===== config.mk =====
export PLATFORM = sky130hd
export DESIGN_NAME = single_wire_sensor_reader
export DESIGN_NICKNAME = d
export VERILOG_FILES = /design/src/hdl/swsr_pkg.sv /design/src/hdl/single_wire_sensor_reader.sv /design/src/hdl/swsr_core.sv /design/src/hdl/swsr_skid.sv
export SDC_FILE = /design/constraint.sdc
export NUM_CORES = 1
export LEC_CHECK = 0
export BUFFER_PORTS_ARGS = -buffer_cell sky130_fd_sc_hd__buf_2
export CORE_MARGIN = 2
export CORE_UTILIZATION = 35
export DETAILED_ROUTE_END_ITERATION = 10
export PLACE_DENSITY = 0.53
export SYNTH_ARGS = -nofsm -noshare
export SYNTH_HDL_FRONTEND = slang
export SYNTH_HIERARCHICAL = 1
export SYNTH_SLANG_ARGS = --single-unit

===== constraint.sdc =====
create_clock -name clk_i -period 9.5 [get_ports clk_i]
set_input_delay 2.85 -clock clk_i [delete_from_list [all_inputs] [get_ports clk_i]]
set_output_delay 2.85 -clock clk_i [all_outputs]
set_load 0.01 [all_outputs]

===== src/hdl/swsr_pkg.sv =====
// Shared types and constants of the single-wire sensor reader.
package swsr_pkg;

  localparam int unsigned FRAME_BYTES = 5;
  localparam int unsigned FRAME_BITS  = FRAME_BYTES * 8;

  localparam logic [15:0] START_LOW_RESET = 16'd500;
  localparam logic [7:0]  RELEASE_RESET   = 8'd30;
  localparam logic [7:0]  THRESHOLD_RESET = 8'd50;

  localparam logic [14:0] MAG_MASK = 15'h7FFF;

  // configuration register indexes
  localparam logic [1:0] CFG_START_LOW = 2'd0;
  localparam logic [1:0] CFG_RELEASE   = 2'd1;
  localparam logic [1:0] CFG_THRESHOLD = 2'd2;

  typedef enum logic [7:0] {
    PH_IDLE     = 8'b0000_0001,
    PH_REQ_LOW  = 8'b0000_0010,
    PH_RELEASE  = 8'b0000_0100,
    PH_ACK_LOW  = 8'b0000_1000,
    PH_ACK_HIGH = 8'b0001_0000,
    PH_ACK_END  = 8'b0010_0000,
    PH_BIT_WAIT = 8'b0100_0000,
    PH_BIT_TIME = 8'b1000_0000
  } phase_e;

  typedef struct packed {
    logic                  we;
    logic [1:0]            index;
    logic [15:0]           data;
  } cfg_t;

  typedef struct packed {
    logic                  drive_low;
    logic                  busy_res;
    logic                  frame_done;
    logic                  checksum_error;
    logic signed [15:0]    humidity_tenths;
    logic signed [15:0]    temperature_tenths;
    logic [FRAME_BITS-1:0] raw_frame;
  } res_t;

  // sign-magnitude 16-bit field to two's complement; negative zero gives 0
  function automatic logic signed [15:0] sign_mag(input logic [15:0] v);
    logic signed [15:0] mag;
    mag = signed'({1'b0, v[14:0] & MAG_MASK});
    return v[15] ? -mag : mag;
  endfunction

endpackage


===== src/hdl/single_wire_sensor_reader.sv =====
// Top level of the single-wire humidity and temperature sensor reader.
// Result: one per item, into the result register, or the skid register while stalled.
// Throughput: one item per cycle when not stalled; the sequencer updates at every transfer.
// Output: result register plus skid register, so input takes one more item while a
//   result is stalled; input stall is the registered skid-full flag.
// Reset (async, active low): idle, counters and frames zero, registers 500/30/50.
module single_wire_sensor_reader (
  input  logic               clk_i,
  input  logic               rst_ni,
  // configuration write port
  input  logic               cfg_we_i,
  input  logic [1:0]         cfg_index_i,
  input  logic [15:0]        cfg_data_i,
  // tick / start input channel
  input  logic               in_valid_i,
  output logic               in_stall_o,
  input  logic               action_i,
  input  logic               line_level_i,
  // result channel
  output logic               out_valid_o,
  input  logic               out_stall_i,
  output logic               drive_low_o,
  output logic               busy_res_o,
  output logic               frame_done_o,
  output logic               checksum_error_o,
  output logic signed [15:0] humidity_tenths_o,
  output logic signed [15:0] temperature_tenths_o,
  output logic [39:0]        raw_frame_o
);

  swsr_pkg::cfg_t cfg;
  swsr_pkg::res_t res_next;
  swsr_pkg::res_t res_out;
  logic           full;
  logic           accept;

  assign cfg.we    = cfg_we_i;
  assign cfg.index = cfg_index_i;
  assign cfg.data  = cfg_data_i;

  // a transfer is taken whenever the skid slot is free
  assign in_stall_o = full;
  assign accept     = in_valid_i && !full;

  // sequencer state and result computed in the transfer cycle
  swsr_core u_core (
    .clk_i        (clk_i),
    .rst_ni       (rst_ni),
    .cfg_i        (cfg),
    .accept_i     (accept),
    .action_i     (action_i),
    .line_level_i (line_level_i),
    .res_o        (res_next)
  );

  swsr_skid u_skid (
    .clk_i       (clk_i),
    .rst_ni      (rst_ni),
    .load_i      (accept),
    .res_i       (res_next),
    .full_o      (full),
    .out_valid_o (out_valid_o),
    .out_stall_i (out_stall_i),
    .res_o       (res_out)
  );

  assign drive_low_o          = res_out.drive_low;
  assign busy_res_o           = res_out.busy_res;
  assign frame_done_o         = res_out.frame_done;
  assign checksum_error_o     = res_out.checksum_error;
  assign humidity_tenths_o    = res_out.humidity_tenths;
  assign temperature_tenths_o = res_out.temperature_tenths;
  assign raw_frame_o          = res_out.raw_frame;

  a_drive_busy: assert property (@(posedge clk_i) disable iff (!rst_ni)
    (out_valid_o && drive_low_o) |-> busy_res_o)
    else $error("line driven low while not busy");
  a_done_not_busy: assert property (@(posedge clk_i) disable iff (!rst_ni)
    (out_valid_o && frame_done_o) |-> !busy_res_o)
    else $error("frame done while still busy");
  a_accept_valid: assert property (@(posedge clk_i) disable iff (!rst_ni)
    accept |=> out_valid_o)
    else $error("transfer produced no result");

endmodule


===== src/hdl/swsr_core.sv =====
// Line sequencer, bit timer and frame checker of the sensor reader.
module swsr_core (
  input  logic                clk_i,
  input  logic                rst_ni,
  input  swsr_pkg::cfg_t      cfg_i,
  input  logic                accept_i,
  input  logic                action_i,
  input  logic                line_level_i,
  output swsr_pkg::res_t      res_o
);

  logic [15:0] start_low_q;
  logic [7:0]  release_q;
  logic [7:0]  threshold_q;

  swsr_pkg::phase_e phase_q, phase_d;
  logic [15:0] tick_q, tick_d;
  logic [7:0]  pulse_q, pulse_d;
  logic [5:0]  bits_q, bits_d;
  logic [swsr_pkg::FRAME_BITS-1:0] shift_q, shift_d;
  logic [swsr_pkg::FRAME_BITS-1:0] frame_q, frame_d;
  logic        error_q, error_d;
  logic        done;

  logic [15:0] tick_inc;
  logic [7:0]  pulse_inc;
  logic [5:0]  bits_inc;
  logic        bit_val;
  logic [swsr_pkg::FRAME_BITS-1:0] shift_new;
  logic [7:0]  sum;

  // configuration registers
  always_ff @(posedge clk_i or negedge rst_ni) begin
    if (!rst_ni) begin
      start_low_q <= swsr_pkg::START_LOW_RESET;
      release_q   <= swsr_pkg::RELEASE_RESET;
      threshold_q <= swsr_pkg::THRESHOLD_RESET;
    end else if (cfg_i.we) begin
      unique case (cfg_i.index)
        swsr_pkg::CFG_START_LOW: start_low_q <= cfg_i.data;
        swsr_pkg::CFG_RELEASE:   release_q   <= cfg_i.data[7:0];
        swsr_pkg::CFG_THRESHOLD: threshold_q <= cfg_i.data[7:0];
        default: ;
      endcase
    end
  end

  assign tick_inc  = tick_q + 16'd1;
  assign pulse_inc = (pulse_q == 8'hFF) ? pulse_q : pulse_q + 8'd1;
  assign bits_inc  = bits_q + 6'd1;
  assign bit_val   = pulse_inc > threshold_q;
  assign shift_new = {shift_q[swsr_pkg::FRAME_BITS-2:0], bit_val};
  assign sum       = shift_new[39:32] + shift_new[31:24] + shift_new[23:16] + shift_new[15:8];

  always_comb begin
    phase_d = phase_q;
    tick_d  = tick_q;
    pulse_d = pulse_q;
    bits_d  = bits_q;
    shift_d = shift_q;
    frame_d = frame_q;
    error_d = error_q;
    done    = 1'b0;
    if (accept_i) begin
      if (action_i) begin
        // start aborts any reading in flight; the latched frame stays
        phase_d = swsr_pkg::PH_REQ_LOW;
        tick_d  = '0;
        pulse_d = '0;
        bits_d  = '0;
        shift_d = '0;
      end else begin
        unique case (phase_q)
          swsr_pkg::PH_IDLE: ;
          swsr_pkg::PH_REQ_LOW: begin
            tick_d = tick_inc;
            if (tick_inc >= start_low_q) begin
              phase_d = swsr_pkg::PH_RELEASE;
              tick_d  = '0;
            end
          end
          swsr_pkg::PH_RELEASE: begin
            tick_d = tick_inc;
            if (tick_inc >= {8'd0, release_q}) begin
              phase_d = swsr_pkg::PH_ACK_LOW;
              tick_d  = '0;
            end
          end
          swsr_pkg::PH_ACK_LOW:  if (!line_level_i) phase_d = swsr_pkg::PH_ACK_HIGH;
          swsr_pkg::PH_ACK_HIGH: if (line_level_i)  phase_d = swsr_pkg::PH_ACK_END;
          swsr_pkg::PH_ACK_END:  if (!line_level_i) phase_d = swsr_pkg::PH_BIT_WAIT;
          swsr_pkg::PH_BIT_WAIT: begin
            if (line_level_i) begin
              pulse_d = '0;
              phase_d = swsr_pkg::PH_BIT_TIME;
            end
          end
          swsr_pkg::PH_BIT_TIME: begin
            pulse_d = pulse_inc;
            if (!line_level_i) begin
              shift_d = shift_new;
              bits_d  = bits_inc;
              if (bits_inc >= 6'(swsr_pkg::FRAME_BITS)) begin
                error_d = sum != shift_new[7:0];
                frame_d = shift_new;
                done    = 1'b1;
                phase_d = swsr_pkg::PH_IDLE;
              end else begin
                phase_d = swsr_pkg::PH_BIT_WAIT;
              end
            end
          end
          default: phase_d = swsr_pkg::PH_IDLE;
        endcase
      end
    end
  end

  always_ff @(posedge clk_i or negedge rst_ni) begin
    if (!rst_ni) begin
      phase_q <= swsr_pkg::PH_IDLE;
      tick_q  <= '0;
      pulse_q <= '0;
      bits_q  <= '0;
      shift_q <= '0;
      frame_q <= '0;
      error_q <= 1'b0;
    end else begin
      phase_q <= phase_d;
      tick_q  <= tick_d;
      pulse_q <= pulse_d;
      bits_q  <= bits_d;
      shift_q <= shift_d;
      frame_q <= frame_d;
      error_q <= error_d;
    end
  end

  always_comb begin
    res_o.drive_low          = phase_d == swsr_pkg::PH_REQ_LOW;
    res_o.busy_res           = phase_d != swsr_pkg::PH_IDLE;
    res_o.frame_done         = done;
    res_o.checksum_error     = error_d;
    res_o.humidity_tenths    = swsr_pkg::sign_mag(frame_d[39:24]);
    res_o.temperature_tenths = swsr_pkg::sign_mag(frame_d[23:8]);
    res_o.raw_frame          = frame_d;
  end

  a_done_idle: assert property (@(posedge clk_i) disable iff (!rst_ni)
    done |=> phase_q == swsr_pkg::PH_IDLE)
    else $error("frame done without return to idle");
  a_bits_range: assert property (@(posedge clk_i) disable iff (!rst_ni)
    bits_q <= 6'(swsr_pkg::FRAME_BITS))
    else $error("bit count past frame length");
  a_frame_latch: assert property (@(posedge clk_i) disable iff (!rst_ni)
    !done |=> $stable(frame_q))
    else $error("latched frame changed outside frame end");

endmodule


===== src/hdl/swsr_skid.sv =====
// Two-entry result buffer: result register plus skid register.
module swsr_skid (
  input  logic           clk_i,
  input  logic           rst_ni,
  input  logic           load_i,
  input  swsr_pkg::res_t res_i,
  output logic           full_o,
  output logic           out_valid_o,
  input  logic           out_stall_i,
  output swsr_pkg::res_t res_o
);

  logic           main_valid_q;
  logic           skid_valid_q;
  swsr_pkg::res_t main_q;
  swsr_pkg::res_t skid_q;
  logic           take;

  assign take        = main_valid_q && !out_stall_i;
  assign full_o      = skid_valid_q;
  assign out_valid_o = main_valid_q;
  assign res_o       = main_q;

  always_ff @(posedge clk_i or negedge rst_ni) begin
    if (!rst_ni) begin
      main_valid_q <= 1'b0;
      skid_valid_q <= 1'b0;
    end else if (skid_valid_q) begin
      if (take) begin
        main_valid_q <= 1'b1;
        skid_valid_q <= 1'b0;
      end
    end else if (load_i) begin
      if (main_valid_q && !take) skid_valid_q <= 1'b1;
      else                       main_valid_q <= 1'b1;
    end else if (take) begin
      main_valid_q <= 1'b0;
    end
  end

  // payload, no reset
  always_ff @(posedge clk_i) begin
    if (skid_valid_q) begin
      if (take) main_q <= skid_q;
    end else if (load_i) begin
      if (main_valid_q && !take) skid_q <= res_i;
      else                       main_q <= res_i;
    end
  end

  a_skid_main: assert property (@(posedge clk_i) disable iff (!rst_ni)
    skid_valid_q |-> main_valid_q)
    else $error("skid entry without result entry");
  a_skid_drain: assert property (@(posedge clk_i) disable iff (!rst_ni)
    (skid_valid_q && !out_stall_i) |=> (!skid_valid_q && main_valid_q))
    else $error("skid entry not moved on transfer");
  a_no_load_full: assert property (@(posedge clk_i) disable iff (!rst_ni)
    (skid_valid_q && out_stall_i) |=> skid_valid_q)
    else $error("skid entry lost while stalled");

endmodule


Word-level counts from Yosys, hierarchy flattened

Cells that the tools add are included.
Widths: inputs -> output; s select.

Output and inout bits: 78
Register bits: 304
Word-level logic and storage cells: 133
Bits of input ports: 25

Mux-type cells: 54
Add/sub/neg operators: 8
Bitwise logic cells: 1
Reductions and logical operators: 21
Order comparisons: 4
Eq/ne operators: 19

Operators with widths:

| operator              | count |
|---|---|
| $mux 76               | 4 |
| $mux 40               | 5 |
| $mux 39               | 3 |
| $mux 8                | 12 |
| $mux 16               | 5 |
| $pmux 8 s8            | 1 |
| $neg 15->16           | 2 |
| $pmux 16 s2           | 1 |
| $add 8x8->8           | 3 |
| $mux 1                | 18 |
| $mux 6                | 3 |
| $add 16x1->16 const B | 1 |
| $eq 8x2->1 const B    | 2 |
| $eq 8x8->1 const B    | 2 |
| $ge 16x16->1          | 1 |
| $ge 16x8->1           | 1 |
| $pmux 8 s2            | 1 |
| $reduce_and 3->1      | 5 |
| $add 8x1->8 const B   | 1 |
| $eq 8x1->1 const B    | 1 |
| $eq 8x3->1 const B    | 1 |
| $eq 8x4->1 const B    | 1 |
| $eq 8x5->1 const B    | 1 |
| $eq 8x6->1 const B    | 1 |
| 20 further kinds      | 31 |

Logic depth before layout (Yosys ltp)

Gate-level depths: netlist of run 1.

Word-level depth: 13
Gate-level depth with buffers: 15
Mapped depth without buffers: 15

Hierarchy

Netlist of run 1, hierarchy kept.

By module, submodules not included:

| module                    | instances | cells an instance | area an instance (um^2) |
|---|---|---|---|
| swsr_core                 | 1         | 925               | 9006.1 |
| swsr_skid                 | 1         | 249               | 5980.7 |
| single_wire_sensor_reader | 1         | 1                 | 13.8 |

Worst setup path after synthesis of run 1

OpenSTA, ideal clock, no wires.

Kind: input-to-reg
Start point: input in_valid_i
End point: register u_skid/skid_q[0] (netlist bit), enable pin
Required time: 8990 ps
Slack: 2640 ps
Stages on the path: 3
Arrival: 6349 ps
Path through: nor2b_4 > nand2b_4 > nor2_1

Longest elaborated chain between the ends: 2

RTL lines:

| element                    | line                            | source |
|---|---|---|
| from (decl)                | single_wire_sensor_reader.sv:15 | `input logic in_valid_i,` |
| $logic_and 1x1->1          | single_wire_sensor_reader.sv:43 | `assign accept = in_valid_i && !full;` |
| $reduce_and 3->1 (no line) | --                              |  |
| to (signal assigned)       | swsr_skid.sv:46                 | `if (main_valid_q && !take) skid_q <= res_i;` |
| to (decl)                  | swsr_skid.sv:16                 | `swsr_pkg::res_t skid_q;` |

Every way passes these cells.
A chain may end at the register's enable or synchronous reset.

==> metrics.cfg, run 1 <==
[status]
status = finished, final reports clean

[drt]
wl_per_cell_um = 16.7
vias = 9191
first_iter_violations = 431
drcViolationCount = 0
drt_wl_total_um = 30800
dr.pass1.iters = 5
vias_per_cell = 4.98
antenna_left = 0

[logic_synthesis]
yosys.area_share.simple = 0.0952
ys_seq_area_frac = 0.559
ys_ff_latch = 304
yosys.area.top_type = edfxtp_1
synth-edff-count = 152
syn_nets = 1258
syn_inst = 1175
synthMuxAreaShare = 0.110
ys_types = 78
synth_compound_gate_area_share = 0.0966
netlist_top_cells_count = 152 x edfxtp_1, 138 x dfrtp_1, 106 x nand2_1
avgSynthCellArea_um2 = 12.8
synth_xor_area_frac = 0.0403
yosys.area_share.adder = 0.0554
yosysWarnings = 6
synth_top_family_by_area = multiplexers
ys_top_cells_by_area = edfxtp_1 30%, dfrtp_1 23%, mux2_4 7.9%, ha_1 3.7%, xnor2_1 3.0%
synthFlopType = edfxtp_1
yosysMostFrequentCell = edfxtp_1
synth_top_cell_area_share = 0.304
netlist_area_um2 = 15000
async_flop_share = 0.500

[timing]
fmax_mhz = 158
finalHoldViolCount = 0
fin_setup_tns_ns = 0
clock_skew_ns = 0.0229
slew_headroom = 0.276
drv_slew = 0
fin_crit_sh = 0.668
setup_viol = 0
rsz0062_at_grt = no
worstMarginPinSlew_ns = 1.08
period_needed_ns = 6.35

[run]
max-cap-violations = 0

[final_layout]
fin_nets = 1358
drive_above_1_share = 0.241
area_growth_pct = 14.7
postLayoutCellArea_um2 = 17200

[power_and_ir_drop]
cellPowerDensity_nw_per_um2 = 227
p_clk_frac = 0.372
p_seq_frac = 0.440
combPwrFrac = 0.188
p_leak_nw = 7.67
p_int_mw = 2.82
switching_share = 0.279
switchingPower_mw = 1.09
peakVddDrop_uv = 133

[clock_tree]
clock-root-buffer = clkbuf_16
clock-sinks = 304
clk_pin_slew_worst_paths_ns = 0.06
cts_tree = done
cts_resized = 0
clk_latency_ns = 0.55
post-cts-setup-buffers = 0
cts_buffers = 37
clockBufferDepth = 3
cts.hold.buffers_added = 0
h-tree-depth = 2

[worst_setup_path]
critPathKind = input port to register
arrival_ns = 6.64
cp.required_ns = 9.80
crit_path_end_kind = register
timing.rr.start = u_skid/full_o
startpoint = in_valid_i
reg2reg_depth = 12
cp_max_fo = 44
regToRegEndpoint = u_skid/res_o[69]
startpoint_type = input port
reg2reg_slack_ns = 4.74
crit_path_end = u_skid/res_o[69]

[floorplan]
pin_count = 103
start_util = 0.356
chipWidth_um = 211
rows = 75
die-area_um2 = 44500
die_y_um = 211
core_region_area_um2 = 42100

[placement]
gp_congestion = 0.795
place_hpwl_um = 21200
io_buffers = 102
postPlaceCellArea_um2 = 15900

[grt]
grt_usage = 0.141
grt-ovfl-total = 0
grt_pass1_vias = 9152
grt_max_degree = 93
antenna_found_initial = 2
grt_pass1_wl_um = 49900

[worst_hold_path]
hp-class = register to register

==> cell families (layout without fill, tap and decap cells) <==
| logic type | after synthesis | after routing |
|---|---|---|
| adder cells (fa/ha/maj) | 58 | 58 |
| flip-flops | 304 | 304 |
| XOR/XNOR | 69 | 69 |
| AO/OA/AOI/OAI | 217 | 217 |
| AND/OR/NAND/NOR | 280 | 280 |
| multiplexers | 119 | 119 |
| buffers and inverters | 128 | 256 |
| other | 0 | 2 |
==> power by group through the flow <==
stage | Combinational [mW] | Clock (mW) | Sequential [mW]
floorplan | 0.522 | 0 | 1.77
global placement | 0.745 | 0 | 1.75
detailed placement | 0.749 | 0 | 1.75
CTS | 0.751 | 1.51 | 1.72
global route | 0.808 | 1.56 | 1.74
finish | 0.734 | 1.45 | 1.72
==> cell type report <==
| cell class | instances | area (µm²) |
|---|---|---|
| Fill cell | 3952 | 24900 |
| Sequential cell | 304 | 8390 |
| Multi-Input combinational cell | 743 | 6000 |
| Clock buffer | 45 | 1010 |
| Tap cell | 539 | 674 |
| Timing Repair Buffer | 110 | 577 |
| Inverter | 79 | 297 |
| Clock inverter | 22 | 263 |
| Antenna cell | 2 | 5.00 |
==> worst min path at each step <==
stage / from / cells past startpoint / end
3_3_place_gp: u_core/frame_q[7] / 2 / u_core/frame_q[7]
5_1_grt: u_core/threshold_q[6] / 1 / u_core/threshold_q[6]
4_1_cts: u_core/frame_q[2] / 2 / u_core/frame_q[2]
6_report: u_core/frame_q[5] / 2 / u_core/frame_q[5]
3_5_place_dp: u_core/frame_q[1] / 2 / u_core/frame_q[1]
2_1_floorplan: u_core/frame_q[1] / 2 / u_core/frame_q[1]
==> layer usage <==
metal / vias to the layer above / part of all wire / track usage
met5: - / 0 / 0
met4: 0 / 0.017 / 0.0398
met3: 36 / 0.043 / 0.0317
met2: 161 / 0.48 / 0.230
met1: 4534 / 0.46 / 0.188
li1: 4460 / - / -
==> critical path, cell delays in order <==
cell     delay, ns
buf_2         0.08
nor2b_4       0.46
or3b_1        0.47
nor4_4        0.27
buf_4         0.37
o21ai_4       0.30
buf_4         0.42
mux2i_4       0.32
o21ai_1       0.20
nor2_1        0.30
a21oi_1       0.14
xnor2_1       0.15
mux2_4        0.27
==> stage by stage <==
step	utilization	instances	hold slack [ns]	power, mW	setup WS [ns]
global placement	0.378	1775	0.490	2.49	2.59
detailed placement	0.378	1775	0.491	2.50	2.57
CTS	0.408	1842	0.507	3.98	3.13
floorplan	-	1175	0.456	2.29	2.64
global route	0.408	1842	0.514	4.11	2.85
finish	0.408	1844	0.499	3.91	3.15
==> registers in the layout, summed over array words and instances (netlist names) <==
name,count
u_core/bits_q,6
u_core/error_q,1
u_core/frame_q,40
u_core/phase_q,8
u_core/pulse_q,8
u_core/release_q,8
u_core/shift_q,39
u_core/start_low_q,16
u_core/threshold_q,8
u_core/tick_q,16
u_skid/full_o,1
u_skid/out_valid_o,1
u_skid/res_o,76
u_skid/skid_q,76
==> layout by cell type (no fill, tap or decap), drive strengths merged, types with 6 or more instances in the layout <==
| master | synthesis | layout |
|---|---|---|
| xor2 | 18 | 18 |
| nand2 | 106 | 106 |
| edfxtp | 152 | 152 |
| ha | 44 | 44 |
| a22o | 39 | 39 |
| o21ai | 61 | 61 |
| a31oi | 17 | 17 |
| or4 | 6 | 6 |
| xnor2 | 51 | 51 |
| nor4 | 15 | 15 |
| dfrtp | 138 | 138 |
| dfstp | 14 | 14 |
| nor3 | 17 | 17 |
| a21oi | 41 | 41 |
| clkbuf | 20 | 45 |
| o21a | 7 | 7 |
| mux2i | 17 | 17 |
| o22ai | 9 | 9 |
| fa | 14 | 14 |
| nand3b | 6 | 6 |
| inv | 79 | 81 |
| mux2 | 102 | 102 |
| nor2 | 52 | 52 |
| nand4 | 9 | 9 |
| nand3 | 13 | 13 |
| nor2b | 7 | 7 |
| nand2b | 13 | 13 |
| buf | 29 | 110 |
| and3 | 8 | 8 |
| and4 | 6 | 6 |
| clkinv | 0 | 14 |
Note: power is estimated with default switching activity, not from simulation.
==> run 2: changes to the inputs <==
--- a/config.mk
+++ b/config.mk
@@ -9,7 +9,7 @@
 export CORE_MARGIN = 2
 export CORE_UTILIZATION = 35
 export DETAILED_ROUTE_END_ITERATION = 10
-export PLACE_DENSITY = 0.53
+export PLACE_DENSITY = 0.55
 export SYNTH_ARGS = -nofsm -noshare
 export SYNTH_HDL_FRONTEND = slang
 export SYNTH_HIERARCHICAL = 1
==> constraint.sdc (replaced) <==
create_clock -name clk_i -period 5.1 [get_ports clk_i]
set_input_delay 1.53 -clock clk_i [delete_from_list [all_inputs] [get_ports clk_i]]
set_output_delay 1.53 -clock clk_i [all_outputs]
set_load 0.01 [all_outputs]
==> metrics.cfg, run 2 (same netlist as run 1, synthesis figures left out) <==
[timing]
worstMarginPinSlew_ns = 1.10  ; +0.0159 ns
fin_crit_sh = 0.901
timing.final.ws_setup_ns = 0.504  ; -2.65 ns
fmax_mhz = 218
fin_setup_tns_ns = 0  ; unchanged
clock_skew_ns = 0.0145  ; -0.00835 ns
drv_slew = 0  ; unchanged
finalHoldViolCount = 0  ; unchanged
rsz0062_at_grt = no
slew_headroom = 0.265  ; -0.0107
period_needed_ns = 4.60
setup_viol = 0  ; unchanged

[drt]
dr.pass1.iters = 4  ; -1
vias = 9308  ; +1.3%
drcViolationCount = 0  ; unchanged
drt_wl_total_um = 31000  ; +0.71%
wl_per_cell_um = 16.7  ; +0.11%
vias_per_cell = 5.02  ; +0.67%
antenna_left = 0  ; unchanged
first_iter_violations = 517  ; +20%

[grt]
grt-ovfl-total = 0  ; unchanged
grt_usage = 0.142  ; +0.000933
grt_pass1_vias = 9377  ; +2.5%
antenna_found_initial = 2  ; unchanged
grt_max_degree = 77  ; -17%
grt_pass1_wl_um = 50800  ; +1.8%

[power_and_ir_drop]
p_leak_nw = 7.66  ; -0.13%
switchingPower_mw = 1.99  ; +82%
peakVddDrop_uv = 220  ; +65%
cellPowerDensity_nw_per_um2 = 407  ; +79%
p_seq_frac = 0.448  ; +0.008
p_clk_frac = 0.342  ; -0.030
p_int_mw = 5.00  ; +78%
combPwrFrac = 0.210  ; +0.022
switching_share = 0.284  ; +0.00508

[placement]
gp_congestion = 0.835  ; +5.1%
io_buffers = 102  ; unchanged
place_hpwl_um = 21800  ; +2.5%
dp_slack_ns = 0.251  ; -2.32 ns

[floorplan]
start_util = 0.356  ; unchanged
die_y_um = 211  ; unchanged
die-area_um2 = 44500  ; unchanged
core_region_area_um2 = 42100  ; unchanged
pin_count = 103  ; unchanged
chipWidth_um = 211  ; unchanged
rows = 75  ; unchanged

[worst_setup_path]
reg2reg_slack_ns = 0.50  ; -4.24 ns
regToRegEndpoint = u_skid/res_o[74]
crit_path_end = u_skid/res_o[74]
cp_max_fo = 7  ; -84%
startpoint_type = register
cp.required_ns = 5.37  ; -4.43 ns
crit_path_end_kind = register
arrival_ns = 4.86  ; -1.78 ns
startpoint = u_core/tick_q[0]
reg2reg_depth = 14  ; +2
timing.rr.start = u_core/tick_q[0]
critPathKind = register to register

[clock_tree]
cts_resized = 0  ; unchanged
clock-root-buffer = clkbuf_16
clock-sinks = 304  ; unchanged
post-cts-setup-buffers = 0  ; unchanged
cts.hold.buffers_added = 0  ; unchanged
h-tree-depth = 2  ; unchanged
clockBufferDepth = 3  ; unchanged
clk_latency_ns = 0.52  ; -0.03 ns
cts_tree = done
cts_buffers = 35  ; -5.4%
clk_pin_slew_worst_paths_ns = 0.06  ; about the same

[final_layout]
area_growth_pct = 14.5
final_cell_mix = 152 x edfxtp_1, 137 x dfrtp_1, 106 x nand2_1, 101 x buf_2
layout_commonest_cell = edfxtp_1
fin_nets = 1373  ; +1.1%
drive_above_1_share = 0.240  ; -0.00144

[run]
max-cap-violations = 0  ; unchanged

[worst_hold_path]
hp-class = register to register
worstHoldStart = u_core/frame_q[2]
min_path_cells = 2  ; unchanged

[status]
status = finished, final reports clean

==> run 2: layout make-up <==
type                    count  area [µm²]
diodes                      1        2.50
inverters                  79         297
multi-input cells         743        5990
clock inverters            16         140
clock buffers              46         937
repair buffers            127         742
well taps                 539         674
fillers                  3945       25000
flip-flops and latches    304        8390
==> run 2: worst max-delay path, cell delays in order (launching register included) <==
cell and delay (ns):
dfrtp_1 0.47, ha_1 0.33, inv_1 0.12, nor4_2 0.58, nand2_1 0.14, xnor2_1 0.18
ha_1 0.31, nand3_1 0.10, nor2_1 0.16, o2111ai_1 0.16, o21ai_1 0.50, a31oi_1 0.20
a211o_1 0.36, or4_1 0.44, mux2_4 0.28
==> run 2: power by group through the flow <==
stage / clock (mW) / combinational, mW / sequential [mW]
after floorplan: 0 / 0.974 / 3.29
after global placement: 0 / 1.49 / 3.18
after detailed placement: 0 / 1.49 / 3.19
after CTS: 2.47 / 1.50 / 3.14
after global routing: 2.56 / 1.61 / 3.17
final: 2.39 / 1.47 / 3.13
==> run 2: routing by layer <==
metal	global-route usage	routed length, µm	vias to the layer above
met3	0.0238	1080	50
li1	-	-	4498
met2	0.238	15200	175
met1	0.187	14000	4583
met4	0.0444	746	2
met5	0	12	-
==> run 2: worst min path at each step <==
stage / endpoint / slack (ns)
global route: u_core/frame_q[5] / 0.53
finish: u_core/frame_q[2] / 0.50
global placement: u_core/frame_q[6] / 0.49
detailed placement: u_core/frame_q[6] / 0.49
floorplan: u_core/frame_q[1] / 0.46
CTS: u_core/release_q[7] / 0.51
==> run 2: through the flow <==
stage	cell area, µm²	power (mW)	util	cells	hold WS [ns]
floorplan	15000	4.26	-	1175	0.456
global placement	16100	4.67	0.382	1792	0.490
detailed placement	16100	4.68	0.382	1792	0.493
CTS	17200	7.11	0.408	1854	0.508
global route	17200	7.33	0.408	1854	0.528
finish	17200	6.99	0.408	1855	0.501
